### src/sv/bra_pkg.sv
`timescale 1ns / 1ps
// Shared types, widths and constants of the bearer rate average block.
// No dependencies; every other file imports this package.
package bra_pkg;

  localparam int AVG_W     = 40;   // average rate, unsigned fixed point
  localparam int TOTAL_W   = 32;   // byte accumulator
  localparam int BYTE_W    = 16;   // byte count of one add item
  localparam int TIME_W    = 32;   // tick counter
  localparam int IN_DATA_W  = 48;  // byte_count, now_ticks
  localparam int OUT_DATA_W = 72;  // average_rate, bytes_so_far

  localparam int TICKS_PER_SECOND_DEF = 1000;
  localparam int FRACTION_BITS_DEF    = 8;

  localparam logic [TOTAL_W-1:0] INIT_RATE_RST = 32'd100000;
  localparam logic [AVG_W-1:0]   AVG_MAX       = '1;

  // The blend divides 4*avg + rate (43 bits) by five.
  localparam int                BLEND_W   = AVG_W + 3;
  localparam logic [TIME_W-1:0] BLEND_DEN = 32'd5;

  typedef enum logic {
    OP_ADD    = 1'b0,
    OP_UPDATE = 1'b1
  } op_e;

  typedef enum logic [2:0] {
    ST_IDLE,
    ST_MUL,
    ST_DIV_RATE,
    ST_BLEND_GO,
    ST_DIV_BLEND,
    ST_FINISH
  } state_e;

  typedef struct packed {
    logic done;  // quotient valid this cycle
    logic sat;   // quotient overflowed the average width
  } div_stat_t;

  // Starting average: the register value shifted into fixed point, saturated.
  function automatic logic [AVG_W-1:0] load_initial(input logic [TOTAL_W-1:0] value,
                                                    input int fbits);
    logic [63:0] v;
    v = 64'(value) << fbits;
    return (v > 64'(AVG_MAX)) ? AVG_MAX : v[AVG_W-1:0];
  endfunction

endpackage

### src/sv/bearer_rate_average.sv
`timescale 1ns / 1ps
// Per-bearer moving-average throughput: control sequencer and state.
// Depends on bra_pkg, bra_mul and bra_div.
//
// Usage. Items arrive on the s_axis channel: tuser[0] is the opcode (add or
// update), tdata carries the byte count and the current tick time. An add item
// adds its byte count to a saturating 32-bit accumulator. An update item turns
// the bytes since the last update into a rate in bits per second, blends it as
// 0.8*avg + 0.2*rate, floors the result at 1.0, clears the accumulator and
// records the time. Every item yields exactly one result on m_axis: the
// average and the byte total as they stand after the item.
// Sequencing. One item is worked on at a time. An add item's result is
// loaded in ST_FINISH, which follows acceptance, once the output register is
// free. An update item runs the serial shift-add multiplier (KW bits of
// 8*TICKS_PER_SECOND), then the shared one-bit-per-cycle divider (RW rate
// steps, then 43 steps of the blend by five), then ST_FINISH. When the byte
// total is zero or no time has passed the rate is known at once and only the
// blend runs.
// Stalls. The result sits in an output register; a new item is accepted
// while it waits, but that item's result waits until the register is taken.
// Reset clears the accumulator and the time and loads the average from the
// reset value of the initial rate. A write on the cfg channel loads the
// average from the written initial rate at once.
module bearer_rate_average import bra_pkg::*; #(
  parameter int TICKS_PER_SECOND = TICKS_PER_SECOND_DEF,
  parameter int FRACTION_BITS    = FRACTION_BITS_DEF
) (
  input  logic                  clk_i,
  input  logic                  rst_ni,
  // Configuration: initial_rate, bits per second.
  input  logic                  cfg_valid_i,
  output logic                  cfg_ready_o,
  input  logic [TOTAL_W-1:0]    cfg_data_i,
  // Input items.
  input  logic                  s_axis_tvalid,
  output logic                  s_axis_tready,
  input  logic [IN_DATA_W-1:0]  s_axis_tdata,   // [15:0] byte_count, [47:16] now_ticks
  input  logic [0:0]            s_axis_tuser,   // [0] opcode
  // Result items.
  output logic                  m_axis_tvalid,
  input  logic                  m_axis_tready,
  output logic [OUT_DATA_W-1:0] m_axis_tdata    // [39:0] average_rate, [71:40] bytes_so_far
);

  localparam int K   = 8 * TICKS_PER_SECOND;
  localparam int KW  = $clog2(K + 1);
  localparam int PW  = TOTAL_W + KW;
  localparam int RW  = PW + FRACTION_BITS;          // rate numerator width
  localparam int NW  = (RW > BLEND_W) ? RW : BLEND_W;
  localparam int SW  = $clog2(NW + 1);
  localparam logic [AVG_W-1:0] AVG_ONE = AVG_W'(1) << FRACTION_BITS;
  localparam logic [AVG_W-1:0] AVG_RST = load_initial(INIT_RATE_RST, FRACTION_BITS);

  state_e state_q, state_d;

  logic [AVG_W-1:0]   avg_q;
  logic [TOTAL_W-1:0] total_q;
  logic [TIME_W-1:0]  last_q;
  logic [TIME_W-1:0]  now_q;
  logic [TIME_W-1:0]  dt_q;
  logic [AVG_W-1:0]   rate_q;
  logic               m_valid_q;
  logic [OUT_DATA_W-1:0] m_data_q;

  logic [BYTE_W-1:0]  in_bytes;
  logic [TIME_W-1:0]  in_now;
  op_e                in_op;
  logic               in_acc;
  logic               cfg_acc;
  logic [TIME_W-1:0]  in_dt;
  logic [TOTAL_W:0]   add_sum;

  logic               mul_start;
  logic               mul_done;
  logic [PW-1:0]      mul_prod;
  logic               div_start;
  logic               div_blend;
  logic [NW-1:0]      div_num;
  logic [TIME_W-1:0]  div_den;
  logic [SW-1:0]      div_steps;
  div_stat_t          div_stat;
  logic [AVG_W-1:0]   div_quo;
  logic [BLEND_W-1:0] blend_sum;
  logic               out_load;

  assign in_bytes = s_axis_tdata[BYTE_W-1:0];
  assign in_now   = s_axis_tdata[BYTE_W +: TIME_W];
  assign in_op    = op_e'(s_axis_tuser[0]);
  assign in_acc   = s_axis_tvalid && s_axis_tready;
  assign cfg_ready_o = 1'b1;
  assign cfg_acc     = cfg_valid_i;
  assign in_dt    = in_now - last_q;
  assign add_sum  = {1'b0, total_q} + (TOTAL_W + 1)'(in_bytes);
  assign blend_sum = {1'b0, avg_q, 2'b00} + BLEND_W'(rate_q);

  // Next state.
  always_comb begin
    state_d = state_q;
    unique case (state_q)
      ST_IDLE: begin
        if (in_acc) begin
          if (in_op == OP_ADD) begin
            state_d = ST_FINISH;
          end else if (total_q == '0 || in_dt == '0) begin
            state_d = ST_BLEND_GO;
          end else begin
            state_d = ST_MUL;
          end
        end
      end
      ST_MUL: begin
        if (mul_done) begin
          state_d = ST_DIV_RATE;
        end
      end
      ST_DIV_RATE: begin
        if (div_stat.done) begin
          state_d = ST_BLEND_GO;
        end
      end
      ST_BLEND_GO: begin
        state_d = ST_DIV_BLEND;
      end
      ST_DIV_BLEND: begin
        if (div_stat.done) begin
          state_d = ST_FINISH;
        end
      end
      ST_FINISH: begin
        if (!m_valid_q || m_axis_tready) begin
          state_d = ST_IDLE;
        end
      end
      default: begin
        state_d = ST_IDLE;
      end
    endcase
  end

  // Control outputs.
  always_comb begin
    s_axis_tready = 1'b0;
    mul_start     = 1'b0;
    div_start     = 1'b0;
    div_blend     = 1'b0;
    out_load      = 1'b0;
    unique case (state_q)
      ST_IDLE: begin
        s_axis_tready = 1'b1;
        mul_start = in_acc && (in_op == OP_UPDATE) && (total_q != '0) && (in_dt != '0);
      end
      ST_MUL: begin
        div_start = mul_done;
      end
      ST_BLEND_GO: begin
        div_start = 1'b1;
        div_blend = 1'b1;
      end
      ST_FINISH: begin
        out_load = !m_valid_q || m_axis_tready;
      end
      default: begin
      end
    endcase
  end

  // Divider operands: both numerators are left aligned in the shift register.
  assign div_num   = div_blend ? (NW'(blend_sum) << (NW - BLEND_W))
                               : (NW'(mul_prod) << (FRACTION_BITS + NW - RW));
  assign div_den   = div_blend ? BLEND_DEN : dt_q;
  assign div_steps = div_blend ? SW'(BLEND_W) : SW'(RW);

  bra_mul #(
    .TICKS_PER_SECOND(TICKS_PER_SECOND)
  ) u_mul (
    .clk_i         (clk_i),
    .rst_ni        (rst_ni),
    .start_i       (mul_start),
    .multiplicand_i(total_q),
    .done_o        (mul_done),
    .product_o     (mul_prod)
  );

  bra_div #(
    .NW(NW)
  ) u_div (
    .clk_i  (clk_i),
    .rst_ni (rst_ni),
    .start_i(div_start),
    .num_i  (div_num),
    .den_i  (div_den),
    .steps_i(div_steps),
    .stat_o (div_stat),
    .quo_o  (div_quo)
  );

  // Control state and the bearer's running state.
  always_ff @(posedge clk_i or negedge rst_ni) begin
    if (!rst_ni) begin
      state_q   <= ST_IDLE;
      m_valid_q <= 1'b0;
      avg_q     <= AVG_RST;
      total_q   <= '0;
      last_q    <= '0;
    end else begin
      state_q <= state_d;
      if (out_load) begin
        m_valid_q <= 1'b1;
      end else if (m_axis_tready) begin
        m_valid_q <= 1'b0;
      end
      if (cfg_acc) begin
        avg_q <= load_initial(cfg_data_i, FRACTION_BITS);
      end
      if (state_q == ST_IDLE && in_acc && in_op == OP_ADD) begin
        total_q <= add_sum[TOTAL_W] ? '1 : add_sum[TOTAL_W-1:0];
      end
      if (state_q == ST_DIV_BLEND && div_stat.done) begin
        // The blend never exceeds the maximum; only the floor of 1.0 applies.
        avg_q   <= (div_quo < AVG_ONE) ? AVG_ONE : div_quo;
        total_q <= '0;
        last_q  <= now_q;
      end
    end
  end

  // Payload registers.
  always_ff @(posedge clk_i) begin
    if (state_q == ST_IDLE && in_acc) begin
      now_q  <= in_now;
      dt_q   <= in_dt;
      // Rate for the cases that skip the division: no bytes gives zero,
      // bytes in no time give the maximum.
      rate_q <= (total_q == '0) ? '0 : AVG_MAX;
    end
    if (state_q == ST_DIV_RATE && div_stat.done) begin
      rate_q <= div_stat.sat ? AVG_MAX : div_quo;
    end
    if (out_load) begin
      m_data_q <= {total_q, avg_q};
    end
  end

  assign m_axis_tvalid = m_valid_q;
  assign m_axis_tdata  = m_data_q;

endmodule

### src/sv/bra_mul.sv
`timescale 1ns / 1ps
// Shift-and-add multiplier of the byte total by 8*TICKS_PER_SECOND,
// one constant bit per cycle. Depends on bra_pkg.
module bra_mul import bra_pkg::*; #(
  parameter int TICKS_PER_SECOND = TICKS_PER_SECOND_DEF,
  localparam int K  = 8 * TICKS_PER_SECOND,
  localparam int KW = $clog2(K + 1),
  localparam int PW = TOTAL_W + KW,
  localparam int CW = $clog2(KW + 1)
) (
  input  logic               clk_i,
  input  logic               rst_ni,
  input  logic               start_i,
  input  logic [TOTAL_W-1:0] multiplicand_i,
  output logic               done_o,
  output logic [PW-1:0]      product_o
);

  localparam logic [KW-1:0] KCONST = KW'(K);

  logic [PW-1:0] acc_q, acc_d;
  logic [PW-1:0] addend_q, addend_d;
  logic [KW-1:0] kbits_q, kbits_d;
  logic [CW-1:0] cnt_q, cnt_d;
  logic          busy_q, busy_d;
  logic          done_q, done_d;

  always_comb begin
    acc_d    = acc_q;
    addend_d = addend_q;
    kbits_d  = kbits_q;
    cnt_d    = cnt_q;
    busy_d   = busy_q;
    done_d   = 1'b0;
    if (start_i) begin
      acc_d    = '0;
      addend_d = PW'(multiplicand_i);
      kbits_d  = KCONST;
      cnt_d    = CW'(KW);
      busy_d   = 1'b1;
    end else if (busy_q) begin
      if (kbits_q[0]) begin
        acc_d = acc_q + addend_q;
      end
      addend_d = addend_q << 1;
      kbits_d  = kbits_q >> 1;
      cnt_d    = cnt_q - CW'(1);
      if (cnt_q == CW'(1)) begin
        busy_d = 1'b0;
        done_d = 1'b1;
      end
    end
  end

  always_ff @(posedge clk_i or negedge rst_ni) begin
    if (!rst_ni) begin
      busy_q <= 1'b0;
      done_q <= 1'b0;
      cnt_q  <= '0;
    end else begin
      busy_q <= busy_d;
      done_q <= done_d;
      cnt_q  <= cnt_d;
    end
  end

  always_ff @(posedge clk_i) begin
    acc_q    <= acc_d;
    addend_q <= addend_d;
    kbits_q  <= kbits_d;
  end

  assign done_o    = done_q;
  assign product_o = acc_q;

endmodule

### src/sv/bra_div.sv
`timescale 1ns / 1ps
// Restoring divider, one quotient bit per cycle, numerator fed MSB first.
// Shared by the rate division and the blend by five. Depends on bra_pkg.
module bra_div import bra_pkg::*; #(
  parameter int NW = 64,
  localparam int SW = $clog2(NW + 1)
) (
  input  logic              clk_i,
  input  logic              rst_ni,
  input  logic              start_i,
  input  logic [NW-1:0]     num_i,    // left aligned
  input  logic [TIME_W-1:0] den_i,
  input  logic [SW-1:0]     steps_i,
  output div_stat_t         stat_o,
  output logic [AVG_W-1:0]  quo_o
);

  logic [NW-1:0]     num_q, num_d;
  logic [TIME_W-1:0] den_q, den_d;
  logic [TIME_W-1:0] rem_q, rem_d;
  logic [AVG_W-1:0]  quo_q, quo_d;
  logic              sat_q, sat_d;
  logic [SW-1:0]     cnt_q, cnt_d;
  logic              busy_q, busy_d;
  logic              done_q, done_d;
  logic [TIME_W:0]   trial;
  logic [TIME_W:0]   diff;
  logic              ge;

  assign trial = {rem_q, num_q[NW-1]};
  assign diff  = trial - {1'b0, den_q};
  assign ge    = (trial >= {1'b0, den_q});

  always_comb begin
    num_d  = num_q;
    den_d  = den_q;
    rem_d  = rem_q;
    quo_d  = quo_q;
    sat_d  = sat_q;
    cnt_d  = cnt_q;
    busy_d = busy_q;
    done_d = 1'b0;
    if (start_i) begin
      num_d  = num_i;
      den_d  = den_i;
      rem_d  = '0;
      quo_d  = '0;
      sat_d  = 1'b0;
      cnt_d  = steps_i;
      busy_d = 1'b1;
    end else if (busy_q) begin
      num_d = num_q << 1;
      rem_d = ge ? diff[TIME_W-1:0] : trial[TIME_W-1:0];
      quo_d = {quo_q[AVG_W-2:0], ge};
      sat_d = sat_q | quo_q[AVG_W-1];
      cnt_d = cnt_q - SW'(1);
      if (cnt_q == SW'(1)) begin
        busy_d = 1'b0;
        done_d = 1'b1;
      end
    end
  end

  always_ff @(posedge clk_i or negedge rst_ni) begin
    if (!rst_ni) begin
      busy_q <= 1'b0;
      done_q <= 1'b0;
      cnt_q  <= '0;
    end else begin
      busy_q <= busy_d;
      done_q <= done_d;
      cnt_q  <= cnt_d;
    end
  end

  always_ff @(posedge clk_i) begin
    num_q <= num_d;
    den_q <= den_d;
    rem_q <= rem_d;
    quo_q <= quo_d;
    sat_q <= sat_d;
  end

  assign stat_o.done = done_q;
  assign stat_o.sat  = sat_q;
  assign quo_o       = quo_q;

endmodule
### config.mk
export PLATFORM = sky130hd
export DESIGN_NAME = bearer_rate_average
export DESIGN_NICKNAME = d
export VERILOG_FILES = /design/src/sv/bra_pkg.sv /design/src/sv/bearer_rate_average.sv /design/src/sv/bra_mul.sv /design/src/sv/bra_div.sv
export SDC_FILE = /design/constraint.sdc
export NUM_CORES = 1
export LEC_CHECK = 0
export BUFFER_PORTS_ARGS = -buffer_cell sky130_fd_sc_hd__buf_2
export CORE_ASPECT_RATIO = 1.2
export CORE_MARGIN = 2
export CORE_UTILIZATION = 25
export CTS_CLUSTER_SIZE = 12
export DETAILED_ROUTE_END_ITERATION = 16
export HOLD_SLACK_MARGIN = 0.15
export PLACE_DENSITY_LB_ADDON = 0.1
export REMOVE_ABC_BUFFERS = 1
export SLEW_MARGIN = 40
export SYNTH_ARGS = -nofsm -noshare
export SYNTH_HDL_FRONTEND = slang
export SYNTH_SLANG_ARGS = --single-unit
### constraint.sdc
create_clock -name clk_i -period 12.9 [get_ports clk_i]
set_clock_uncertainty 0.05 [all_clocks]
set_input_delay 0.645 -clock clk_i [delete_from_list [all_inputs] [get_ports clk_i]]
set_output_delay 0.645 -clock clk_i [all_outputs]
set_load 0.005 [all_outputs]
==> metrics.csv <==
stage,metric,value,unit
place,gp_routability_congestion,0.825,
clock_tree,cts_tree,built,
floorplanning,placeableCoreArea,118000,um2
synth,yosys-top-cells-area,"edfxtp_1 (29%), dfrtp_1 (9.8%), dfxtp_1 (9.7%), ha_1 (7.0%), o21ai_0 (3.9%)",
timing,fin_hold_ws,202,ps
drt,wl_per_cell,19.0,um
final_layout,final_core_utilization,0.294,
drt,drt-total-wl,88.5,mm
floorplanning,start_util,0.252,
power_and_ir_drop,power,7.61,mW
drt,drcViolationCount,0,
clock_tree,cts.sinks,551,
floorplanning,fp.dieH,381,um
floorplanning,dieArea,121000,um2
synth,synth_cell_types,86,
timing,rsz0062_at_grt,no,
power_and_ir_drop,irDropWorstVdd,0.109,mV
synth,synthTopCellsByCount,"edfxtp_1 (285), nand2_1 (255), o21ai_0 (232)",
final_layout,fill_cells,12400,
synth,synth.largest_area_cell,edfxtp_1,
clock_tree,clk_pin_slew,60,ps
place,dp_hpwl,63.9,mm
flow_run,drv_cap,0,
timing,period_needed,5360,ps
worst_hold_path,hp-class,in -> reg,
critical_path,cp_data_required_time,13200,ps
synth,postSynthAreaPerCell,10.2,um2
power_and_ir_drop,total_leakage_power,13.7,nW
critical_path,path_class,in -> reg,
global_route,grt_pass1_vias,22600,
drt,viasPerCell,4.78,
timing,tns,0,ps
critical_path,path_max_fanout,34,
clock_tree,root_buffer,clkbuf_16,
place,portBuffers,159,
final_layout,drive_gt1_frac,0.118,
run_status,outcome,"complete, no violations",
final_layout,nets,3317,
synth,synth_edf_count,285,
synth,yosysWarnings,0,
global_route,grt_pass1_wl,137,mm
global_route,grt_max_degree,82,
timing,tightestPinTransition,853,ps
clock_tree,insertion_delay,630,ps
timing,relSlewSlack,0.426,
synth,ys_ff_latch,551,
floorplanning,ios,161,
synth,synth_flop_cell,edfxtp_1,
floorplanning,fp-row-count,138,
timing,setup_viol,0,
synth,synth_most_common_cell,edfxtp_1,
synth,ys_seq_area_frac,0.490,
global_route,grt_remaining_overflow,0,
critical_path,crit_arrival,5650,ps
synth,syn_inst,2914,
drt,dr.pass1.iters,5,
critical_path,crit_path_start_kind,input port,
drt,postRouteAntennaNets,0,
critical_path,crit_path_end_kind,flip-flop,
synth,async_flop_share,0.221,
clock_tree,cts_buffer_depth,3,
clock_tree,post-cts-setup-buffers,0,
global_route,grtUsageTotal,0.144,
floorplanning,fp.dieW,318,um
timing,slew_viol_final,0,
synth,synth_area,29600,um2
clock_tree,cts_made_buffers,70,
clock_tree,htreeDepth,3,
drt,vias,22300,
drt,drt-initial-drc-count,1159,
global_route,antenna_found_initial,6,
place,pre_cts_slack,7470,ps
timing,timing.fmax,187,MHz
power_and_ir_drop,p_per_area,220,nW/um2
final_layout,area_delta_synth_final,17.1,%
timing,period_share,0.415,
timing,hold_violations,0,
synth,synth_top_area_frac,0.289,
timing,fin_ws,7540,ps
-- cell usage in the layout (no fill, tap or decap), types with 41 or more instances in the layout --
cell type  instances
nand2_1          253
mux2i_1          100
xnor2_1           79
dfrtp_1          115
a21o_1            82
o21ai_0          232
and2_1            47
a21oi_1          193
dfxtp_1          144
inv_1            142
ha_1             165
clkbuf_16         74
xor2_1            49
edfxtp_1         285
a31oi_1           55
o21a_1            64
nor2_1           215
a211oi_1          41
buf_2            158
-- registers in the layout (all words and copies together) (netlist names) --
name	count
m_axis_tdata	72
u_div.num_q	45
u_mul.addend_q	45
u_mul.product_o	45
avg_q	40
rate_q	40
u_div.quo_o	40
dt_q	32
last_q	32
now_q	32
total_q	32
u_div.den_q	32
u_div.rem_q	32
u_mul.kbits_q	13
u_div.cnt_q	6
u_mul.cnt_q	4
state_q	3
m_axis_tvalid	1
u_div.busy_q	1
u_div.done_q	1
u_div.sat_q	1
u_mul.busy_q	1
u_mul.done_o	1
-- worst paths after layout --
| path | to | depth (start not counted) | slack [ps] | startpoint |
|---|---|---|---|---|
| hold reg to reg | last_q[0] | 2 | 390 | now_q[0] |
| min in group asynchronous | avg_q[38] | 2 | 570 | rst_ni |
| setup / recovery | u_mul.addend_q[2] | 17 | 7540 | s_axis_tdata[16] |
| max in group asynchronous | u_div.busy_q | 3 | 11170 | rst_ni |
| hold / removal | now_q[22] | 1 | 200 | s_axis_tdata[38] |
| setup reg to reg | u_mul.addend_q[2] | 14 | 7870 | last_q[0] |
-- final cells by class --
cell class	count	area, um2	area share
flip-flops and latches	551	14500	0.418
multi-input cells	2085	14100	0.407
clock buffers	102	2040	0.0587
well taps	1540	1930	0.0556
repair buffers	210	1300	0.0375
inverters	143	537	0.0155
clock inverters	28	253	0.00729
diodes	1	2.50	0.0000722
-- per-layer routing --
layer | vias up | GRT usage | routed length, um
met5 | - | 0 | 23
met4 | 4 | 0.0419 | 1880
met3 | 102 | 0.0222 | 3360
met2 | 383 | 0.246 | 42300
met1 | 10800 | 0.188 | 41000
li1 | 11000 | - | -
-- cells by family (layout without fill, tap and decap cells) --
family,count (synthesis),count (layout),synth area share
buffers and inverters,278,483,0.0364
and+or+nand+nor,771,771,0.122
DFF,551,551,0.490
xor gates and xnor gates,128,128,0.0379
other,1,2,0.000127
AOI/OAI and AO/OA,881,881,0.193
adders and majority gates,170,170,0.0731
muxes,134,134,0.0488
-- critical path, cell delays in order --
cell and delay [ps]:
dlygate4sd3_1 520, buf_2 110, inv_1 40, ha_1 210
fa_1 410, nor2b_1 160, o31a_1 280, o221ai_4 210
a211oi_2 320, o21ai_1 150, a2111oi_0 540, o21ai_0 210
a2111oi_0 420, nand4_1 330, o21a_4 480, or2_1 310
buf_4 270
-- power breakdown --
| group | internal (mW) | leakage, nW | total [mW] | switching, mW |
|---|---|---|---|---|
| Sequential | 2.37 | 5.23 | 2.81 | 0.435 |
| Combinational | 1.22 | 7.37 | 2.84 | 1.62 |
| Clock | 1.18 | 1.11 | 1.97 | 0.793 |
| Total | 4.77 | 13.7 | 7.61 | 2.85 |
-- through the flow --
step           cell area [um2]  cells
5_1_grt                  34700   4659
3_5_place_dp             32200   4506
6_report                 34700   4660
3_3_place_gp             32100   4502
4_1_cts                  34700   4659
2_1_floorplan            29100   2779
-- timing repair --
item / in CTS / in global routing
resized for setup: 0 / 0
hold buffers: 23 / 0
endpoints found under the hold margin: 88 / 0
No activity file was read; power rests on OpenSTA's default activity.
